<file path="src/design/kdq_pkg.sv">
package kdq_pkg;

    localparam int NUM_KEYS = 3;
    localparam int CNT_W = 8;
    localparam int POS_W = 16;
    localparam logic [CNT_W-1:0] LIMIT_RESET = CNT_W'(10);

    // per-key pulses raised by one tick of the integrators
    typedef struct packed {
        logic [NUM_KEYS-1:0] pressed;
        logic [NUM_KEYS-1:0] released;
    } t_key_evt;

    // one sampled item held in the input register
    typedef struct packed {
        logic [NUM_KEYS-1:0] keys_low;
        logic                pin_a;
        logic                pin_b;
        logic [NUM_KEYS-1:0] ack_pressed;
        logic [NUM_KEYS-1:0] ack_released;
        logic                ack_changed;
    } t_sample;

endpackage

</file>
<file path="src/design/key_debounce_and_quadrature_decoder.sv">
// an accepted item goes through the input register, then the state update
// that loads the result registers
// throughput: one item per cycle, limited only by the output stall
// the state registers double as the result registers, so they advance only when the
// result register is empty or its transfer happens in the same cycle
// reset (synchronous, active low): counters, key states, flags, pins and position cleared,
// debounce limit back to 10, both register stages empty
module key_debounce_and_quadrature_decoder
    import kdq_pkg::*;
(
    input  logic                    i_clk,
    input  logic                    i_rst_n,
    input  logic                    i_cfg_we,
    input  logic [CNT_W-1:0]        i_cfg_wdata,
    input  logic                    i_in_valid,
    output logic                    o_in_stall,
    input  logic [NUM_KEYS-1:0]     i_keys_low,
    input  logic                    i_enc_pin_a,
    input  logic                    i_enc_pin_b,
    input  logic [NUM_KEYS-1:0]     i_ack_pressed,
    input  logic [NUM_KEYS-1:0]     i_ack_released,
    input  logic                    i_ack_changed,
    output logic                    o_out_valid,
    input  logic                    i_out_stall,
    output logic [NUM_KEYS-1:0]     o_key_down,
    output logic [NUM_KEYS-1:0]     o_press_events,
    output logic [NUM_KEYS-1:0]     o_release_events,
    output logic signed [POS_W-1:0] o_enc_position,
    output logic                    o_enc_changed
);

    logic [CNT_W-1:0]    r_limit;
    logic                r_s1_valid;
    t_sample             r_s1;
    logic                r_out_valid;
    logic [NUM_KEYS-1:0] r_press;
    logic [NUM_KEYS-1:0] r_release;
    logic                r_changed;
    logic [NUM_KEYS-1:0] n_press;
    logic [NUM_KEYS-1:0] n_release;
    logic                n_changed;
    logic                out_free;
    logic                upd;
    logic                in_xfer;
    t_key_evt            key_evt;
    logic                enc_step;

    assign out_free   = !r_out_valid || !i_out_stall;
    assign upd        = r_s1_valid && out_free;
    assign o_in_stall = r_s1_valid && !out_free;
    assign in_xfer    = i_in_valid && !o_in_stall;

    always_ff @(posedge i_clk) begin
        if (!i_rst_n) begin
            r_limit <= LIMIT_RESET;
        end else if (i_cfg_we) begin
            r_limit <= i_cfg_wdata;
        end
    end

    always_ff @(posedge i_clk) begin
        if (!i_rst_n) begin
            r_s1_valid <= 1'b0;
        end else if (in_xfer || upd) begin
            r_s1_valid <= in_xfer;
        end
    end

    always_ff @(posedge i_clk) begin
        if (in_xfer) begin
            r_s1.keys_low     <= i_keys_low;
            r_s1.pin_a        <= i_enc_pin_a;
            r_s1.pin_b        <= i_enc_pin_b;
            r_s1.ack_pressed  <= i_ack_pressed;
            r_s1.ack_released <= i_ack_released;
            r_s1.ack_changed  <= i_ack_changed;
        end
    end

    kdq_keys u_keys (
        .i_clk      (i_clk),
        .i_rst_n    (i_rst_n),
        .i_en       (upd),
        .i_keys_low (r_s1.keys_low),
        .i_limit    (r_limit),
        .o_held     (o_key_down),
        .o_evt      (key_evt)
    );

    kdq_enc u_enc (
        .i_clk      (i_clk),
        .i_rst_n    (i_rst_n),
        .i_en       (upd),
        .i_pin_a    (r_s1.pin_a),
        .i_pin_b    (r_s1.pin_b),
        .o_position (o_enc_position),
        .o_step     (enc_step)
    );

    // acknowledges clear first, so an event of the same tick survives
    always_comb begin
        n_press   = (r_press & ~r_s1.ack_pressed) | key_evt.pressed;
        n_release = (r_release & ~r_s1.ack_released) | key_evt.released;
        n_changed = (r_changed & ~r_s1.ack_changed) | enc_step;
    end

    always_ff @(posedge i_clk) begin
        if (!i_rst_n) begin
            r_press     <= '0;
            r_release   <= '0;
            r_changed   <= 1'b0;
            r_out_valid <= 1'b0;
        end else if (out_free) begin
            r_out_valid <= r_s1_valid;
            if (r_s1_valid) begin
                r_press   <= n_press;
                r_release <= n_release;
                r_changed <= n_changed;
            end
        end
    end

    assign o_out_valid      = r_out_valid;
    assign o_press_events   = r_press;
    assign o_release_events = r_release;
    assign o_enc_changed    = r_changed;

    a_press_on_rise: assert property (@(posedge i_clk) disable iff (!i_rst_n)
        $past(i_rst_n) |-> ((o_key_down & ~$past(o_key_down) & ~o_press_events) == '0))
        else $error("key became held without a press event");

    a_release_on_fall: assert property (@(posedge i_clk) disable iff (!i_rst_n)
        $past(i_rst_n) |-> ((~o_key_down & $past(o_key_down) & ~o_release_events) == '0))
        else $error("key released without a release event");

    a_pos_flag: assert property (@(posedge i_clk) disable iff (!i_rst_n)
        ($past(i_rst_n) && (o_enc_position != $past(o_enc_position))) |-> o_enc_changed)
        else $error("position moved without the changed flag");

    a_pos_unit_step: assert property (@(posedge i_clk) disable iff (!i_rst_n)
        $past(i_rst_n) |-> ((o_enc_position == $past(o_enc_position))
            || (o_enc_position == $past(o_enc_position) + POS_W'(1))
            || (o_enc_position == $past(o_enc_position) - POS_W'(1))))
        else $error("position stepped by more than one");

endmodule

</file>
<file path="src/design/kdq_keys.sv">
module kdq_keys
    import kdq_pkg::*;
(
    input  logic                i_clk,
    input  logic                i_rst_n,
    input  logic                i_en,
    input  logic [NUM_KEYS-1:0] i_keys_low,
    input  logic [CNT_W-1:0]    i_limit,
    output logic [NUM_KEYS-1:0] o_held,
    output t_key_evt            o_evt
);

    logic [CNT_W-1:0]    r_cnt [NUM_KEYS];
    logic [CNT_W-1:0]    n_cnt [NUM_KEYS];
    logic [NUM_KEYS-1:0] r_held;
    logic [NUM_KEYS-1:0] n_held;
    t_key_evt            evt;

    always_comb begin
        for (int i = 0; i < NUM_KEYS; i++) begin
            n_cnt[i]           = r_cnt[i];
            n_held[i]          = r_held[i];
            evt.pressed[i]     = 1'b0;
            evt.released[i]    = 1'b0;
            if (!i_keys_low[i]) begin
                // key reads pressed: integrate up to the limit
                if (r_cnt[i] < i_limit) begin
                    n_cnt[i] = r_cnt[i] + CNT_W'(1);
                    if ((n_cnt[i] == i_limit) && !r_held[i]) begin
                        n_held[i]      = 1'b1;
                        evt.pressed[i] = 1'b1;
                    end
                end
            end else if (r_cnt[i] != '0) begin
                n_cnt[i] = r_cnt[i] - CNT_W'(1);
                if ((n_cnt[i] == '0) && r_held[i]) begin
                    n_held[i]       = 1'b0;
                    evt.released[i] = 1'b1;
                end
            end
        end
    end

    always_ff @(posedge i_clk) begin
        if (!i_rst_n) begin
            r_held <= '0;
            for (int i = 0; i < NUM_KEYS; i++) begin
                r_cnt[i] <= '0;
            end
        end else if (i_en) begin
            r_held <= n_held;
            for (int i = 0; i < NUM_KEYS; i++) begin
                r_cnt[i] <= n_cnt[i];
            end
        end
    end

    assign o_held = r_held;
    assign o_evt  = i_en ? evt : '0;

endmodule

</file>
<file path="src/design/kdq_enc.sv">
module kdq_enc
    import kdq_pkg::*;
(
    input  logic                    i_clk,
    input  logic                    i_rst_n,
    input  logic                    i_en,
    input  logic                    i_pin_a,
    input  logic                    i_pin_b,
    output logic signed [POS_W-1:0] o_position,
    output logic                    o_step
);

    logic             r_last_a;
    logic             r_last_b;
    logic [POS_W-1:0] r_pos;
    logic             n_last_a;
    logic             n_last_b;
    logic [POS_W-1:0] n_pos;
    logic             step;
    logic             up;

    always_comb begin
        n_last_a = r_last_a;
        n_last_b = r_last_b;
        step     = 1'b0;
        up       = 1'b0;
        // contact a takes priority over contact b
        if (i_pin_a != r_last_a) begin
            n_last_a = i_pin_a;
            step     = 1'b1;
            up       = (i_pin_a == r_last_b);
        end else if (i_pin_b != r_last_b) begin
            n_last_b = i_pin_b;
            step     = 1'b1;
            up       = (r_last_a != i_pin_b);
        end
        if (!step) begin
            n_pos = r_pos;
        end else if (up) begin
            n_pos = r_pos + POS_W'(1);
        end else begin
            n_pos = r_pos - POS_W'(1);
        end
    end

    always_ff @(posedge i_clk) begin
        if (!i_rst_n) begin
            r_last_a <= 1'b0;
            r_last_b <= 1'b0;
            r_pos    <= '0;
        end else if (i_en) begin
            r_last_a <= n_last_a;
            r_last_b <= n_last_b;
            r_pos    <= n_pos;
        end
    end

    assign o_position = $signed(r_pos);
    assign o_step     = i_en & step;

endmodule
</file>
<file path="config.mk">
export PLATFORM = sky130hd
export DESIGN_NAME = key_debounce_and_quadrature_decoder
export DESIGN_NICKNAME = d
export VERILOG_FILES = /design/src/design/kdq_pkg.sv /design/src/design/key_debounce_and_quadrature_decoder.sv /design/src/design/kdq_keys.sv /design/src/design/kdq_enc.sv
export SDC_FILE = /design/constraint.sdc
export NUM_CORES = 1
export LEC_CHECK = 0
export ABC_AREA = 1
export BUFFER_PORTS_ARGS = -buffer_cell sky130_fd_sc_hd__buf_2
export CORE_MARGIN = 1
export CORE_UTILIZATION = 30
export DETAILED_ROUTE_END_ITERATION = 8
export GPL_TIMING_DRIVEN = 0
export SLEW_MARGIN = 15
export SYNTH_ARGS = -nofsm -noshare
export SYNTH_HDL_FRONTEND = slang
export SYNTH_SLANG_ARGS = --single-unit
</file>
<file path="constraint.sdc">
create_clock -name i_clk -period 3.3 [get_ports i_clk]
set_input_delay 0.33 -clock i_clk [delete_from_list [all_inputs] [get_ports i_clk]]
set_output_delay 0.33 -clock i_clk [all_outputs]
set_load 0.01 [all_outputs]
</file>
* After elaboration in Yosys (flattened, before gate mapping) *
Memory sizes are Yosys's and may differ from the RTL's.
Cells that the tools add are included.

cells by class
  equal/unequal tests = 13
  bitwise operators = 14
  add/subtract/negate cells = 8
  magnitude comparators = 3
  reduce and logical (&&, ||, !) cells = 37
  multiplexer cells = 55

operators with widths
  cell                   number
  $mux 8                 12
  $mux 1                 41
  $add 8x1->8 const B    3
  $eq 8x8->1             3
  $logic_not 8->1        3
  $lt 8x8->1             3
  $reduce_bool 8->1      3
  $sub 8x1->8 const B    3
  $add 16x1->16 const B  1
  $mux 16                1
  $sub 16x1->16 const B  1
  $reduce_and 5->1       3
  $ne 2x1->1 const B     6
  $reduce_bool 2->1      6
  $logic_and 1x1->1      9
  $logic_not 1->1        7
  $and 3x3->3            2
  $mux 6                 1
  $not 3->3              2
  $or 3x3->3             2
  $reduce_and 2->1       3
  $or 1x1->1             4
  $ne 1x1->1             3
  $reduce_and 3->1       1
  other kinds (4)        7

word-level totals
  memory bits (writable) = 24
  output and inout bits = 28
  flip-flop bits (word level) = 50
  word-level logic and storage cells = 149
  memories kept = 1

memory list
  memory        depth  bits a word  read ports  clocked after Yosys merged registers in  write ports  RTL line        source
  u_keys.r_cnt  3      8            3           0                                        3            kdq_keys.sv:13  logic [CNT_W-1:0] r_cnt [NUM_KEYS];

* Longest topological paths before layout *
  depth in word-level cells = 8
  depth in mapped cells = 15

* By module *
From an unflattened synthesis, not the netlist that was laid out.

second synthesis, totals
  cell total of the unflattened synthesis = 859
  area, all modules = 5,985.7 µm²

by module, submodules not included
  module                               instances  cells an instance  area each (µm²)
  kdq_keys                             1          492                3,248.1
  kdq_enc                              1          251                1,670.4
  key_debounce_and_quadrature_decoder  1          116                1,067.3

* Worst setup path before layout *
No wires, ideal clock.

  path kind = register to register
  start point = register r_s1[7] in the netlist's numbering
  end point = register u_enc.r_pos[11], in the netlist u_enc.o_position[11]
  buffers on the path = 0
  required time = 3,185 ps
  period minus slack after synthesis = 2,321 ps
  cell stages (with the launch flop) = 13
  setup slack = 979 ps
  data arrival time = 2,205 ps
  path through = edfxtp_1 > o21ai_0 > nand2_1 > inv_1 > ha_1 > or2_2 > nand3_1 > nand2_1 > nand2_1 > nand2_1 > xor2_1 > o21ai_0 > inv_1

between the ends
  longest elaborated chain between the ends = 4
  elaborated cells between the ends (all ways) = 8
  classes of those cells = eq/ne (2); mux (5); reduce/logical (1)

RTL lines
  what                                                RTL line                                   source
  from (decl)                                         key_debounce_and_quadrature_decoder.sv:34  t_sample r_s1;
  $ne 1x1->1, on equally long branches                kdq_enc.sv:35, kdq_enc.sv:32
  $mux 1                                              kdq_enc.sv:32                              end else if (i_pin_b != r_last_b) begin
  $mux 1                                              kdq_enc.sv:28                              if (i_pin_a != r_last_a) begin
  $mux 16 / $reduce_and 2->1 (equally long branches)  --
  to (signal assigned)                                kdq_enc.sv:54                              r_pos <= n_pos;
  to (decl)                                           kdq_enc.sv:15                              logic [POS_W-1:0] r_pos;

Parallel ways exist; a longest one is shown, timed or not.
A chain may end at the register's enable or synchronous reset.

==> run metrics <==
Post-synth EDFFs=36; power share of the sequential group=36.8%; global-route wire length before repair=26.24 mm; Worst-Skew Late Latency=roughly 0.35 ns; Sw Ratio=about a third; DIE AREA=19230 sq um; clock share of power=a little over a third; DR vias=roughly 5500; sequential area share after synthesis=32.87%; Post-DP HPWL=12.36 mm; Syn Area/Cell=slightly below 7 sq um; final setup fails=0; clock sinks=74; final RePlAce weighted congestion=around 0.9; Cell Pwr Density=468.1 nW/um^2; port buffer count=52; largest net degree at the start of global routing=16; Setup Fix Bufs, Post-CTS=0; violated checks=design-rule violations; setup TNS=0 ns; post-cts resize count=0; Sequential Area=roughly 1800 sq um; DR WL/cell=14.69 microns; # placed instances=1094; Comb pwr share=27.7%; Tcrit/Tclk final=85.67%; total track usage=roughly 17%; worst slew pin tran=roughly 1.1 ns; Yosys cell types=31; Initial Utilization=a little under a third; Die Y=~140 microns; CTS root buffer=clkbuf_16; Yosys warning total=0; largest area contributor in the netlist=edfxtp_1; status=finished with violations; ys flop type=dfxtp_1; worst rel slew slack=a little under a quarter; Synth Net Count=approximately 890; CTS H-Tree Depth=3; Slew Limit Fails=0; post-synth top area share=about a fifth; Switch Pwr=a little over 1 mW; Core Box Area=about 18000 sq um; Hold WS=between 0.15 and 0.2 ns; Setup CP Type=reg2reg; number of global-route vias before repair=between 5000 and 6000; RSZ-0062 raised after global routing=no; hold violation count in the final report=0; max-cap violation count=0; drt drc=4; CP arrival=about 2.8 ns; Synth top cells by count=nand2_1, nor2_1, inv_1, nand3_1, a21oi_1; drt total wl=between 15 and 20 mm; share of layout cells above drive strength 1=9.989%; CTS tree=built; ys async rst share=0%; Min-Delay Path Class=in2reg; synth top area cells=edfxtp_1, nand2_1, dfxtp_1; initial antenna violation count=0; DRT antenna net count=0; nets@finish=approximately 950; row cnt=just under 50; Layout area overhead=15.45%; area of the multi-input gates=between 3000 and 4000 sq um; max frequency=between 0.3 and 0.4 GHz; maximum VDD drop=between 0.2 and 0.3 mV; Fill cells=about 2000; top-count cell post-synth=nand2_1; non-filler cells, final=around 1100; synthesis-stage register bit count=74; crit path capture type=flop; n_diodes=0; final worst path period need=2.827 ns; cell-internal power=1.998 mW; startpoint types=flop; Starting DRT DRC Count=roughly 360; Clk pin slew, worst setup/hold paths=roughly 0.06 ns; post-synthesis instance area=5603 sq um; DR pass1 iterations=7; total gr overflow=0; io pins=53; CP required=around 3.3 ns; Vias/cell=about 5; Max clock buf depth=2; cells after synthesis=a little over 800; TritonCTS Buffers=9; CTS Hold Bufs=0; skew final=approximately 0.0068 ns; critical path peak fanout=8; Die W=138.7 microns; static leakage=between 3 and 4 nW
==> power groups by stage <==
stage / logic [mW] / clock network (mW) / registers, mW
finish: 0.840 / 1.07 / 1.12
detailed placement: 0.828 / 0 / 1.13
CTS: 0.833 / 1.10 / 1.12
global route: 0.954 / 1.14 / 1.13
global placement: 0.821 / 0 / 1.13
floorplan: 0.613 / 0 / 1.12
==> placed cells by master (no fill, tap or decap), types with 36 or more instances in the layout <==
cell type / instances
nand2_1: 222
nor2_1: 90
inv_1: 89
nand3_1: 83
a21oi_1: 70
buf_2: 58
o21ai_0: 50
ha_1: 50
dfxtp_1: 38
edfxtp_1: 36
==> worst max-delay path: stages (launching register included) <==
cell and delay (ns):
dfxtp_1 0.47, inv_1 0.25, ha_1 0.37, a21oi_1 0.14
o21ai_0 0.09, a21oi_1 0.22, nand2_1 0.08, a31oi_1 0.82
==> cell type report <==
cell class | count | share of cell area, %
clock buffer | 10 | 3.540
tap | 229 | 4.429
timing repair buffer | 52 | 4.023
clock inverter | 6 | 1.393
inverter | 93 | 5.397
buffer | 20 | 1.799
sequential | 74 | 28.47
multi-input combinational | 626 | 50.95
==> flip-flops by register name, indices dropped and copies added (netlist names), 3 cells and up <==
signal,cells
o_release_events,3
u_keys.o_held,3
u_keys.r_cnt,24
r_limit,8
u_enc.o_position,16
r_s1,12
o_press_events,3
==> metrics by stage <==
step                util (%)  area [sq um]  power, mW  setup slack (ns)
floorplan                  -          5603      1.731            0.9793
detailed placement     33.89          6150      1.963            0.4892
global placement       33.89          6150      1.956            0.4909
CTS                    35.65          6469      3.046            0.4852
global route           35.65          6469      3.216            0.2093
finish                 35.65          6469      3.028            0.4729
==> layer usage <==
metal,vias to the layer above,GRT usage (%),wire (microns)
li1,2827,-,-
met1,2541,22.26,7493
met2,144,29.07,7646
met3,18,4.247,937
met4,0,4.503,232
met5,-,0,0
==> worst paths after layout <==
check	start	depth (start not counted)	slack, ns	end
worst min-delay path	i_ack_changed	1	0.16	r_s1[0]$_DFFE_PP_
worst max-delay path	r_limit[5]$_SDFFE_PN0P_	7	0.47	u_keys.r_cnt[0][18]$_SDFFCE_PN0P_
worst min register to register	o_press_events[2]$_SDFFE_PN0P_	2	0.47	o_press_events[2]$_SDFFE_PN0P_
worst max register to register	r_limit[5]$_SDFFE_PN0P_	7	0.47	u_keys.r_cnt[0][18]$_SDFFCE_PN0P_
==> cells by family after synthesis <==
| kind of cell | share of synthesized area [%] |
|---|---|
| fa+ha+maj | 11.52 |
| simple gates | 30.91 |
| buf+inv | 8.307 |
| compound gates | 13.58 |
| flops | 32.87 |
| xor+xnor | 2.814 |
Power figures use the tool's default switching activity.
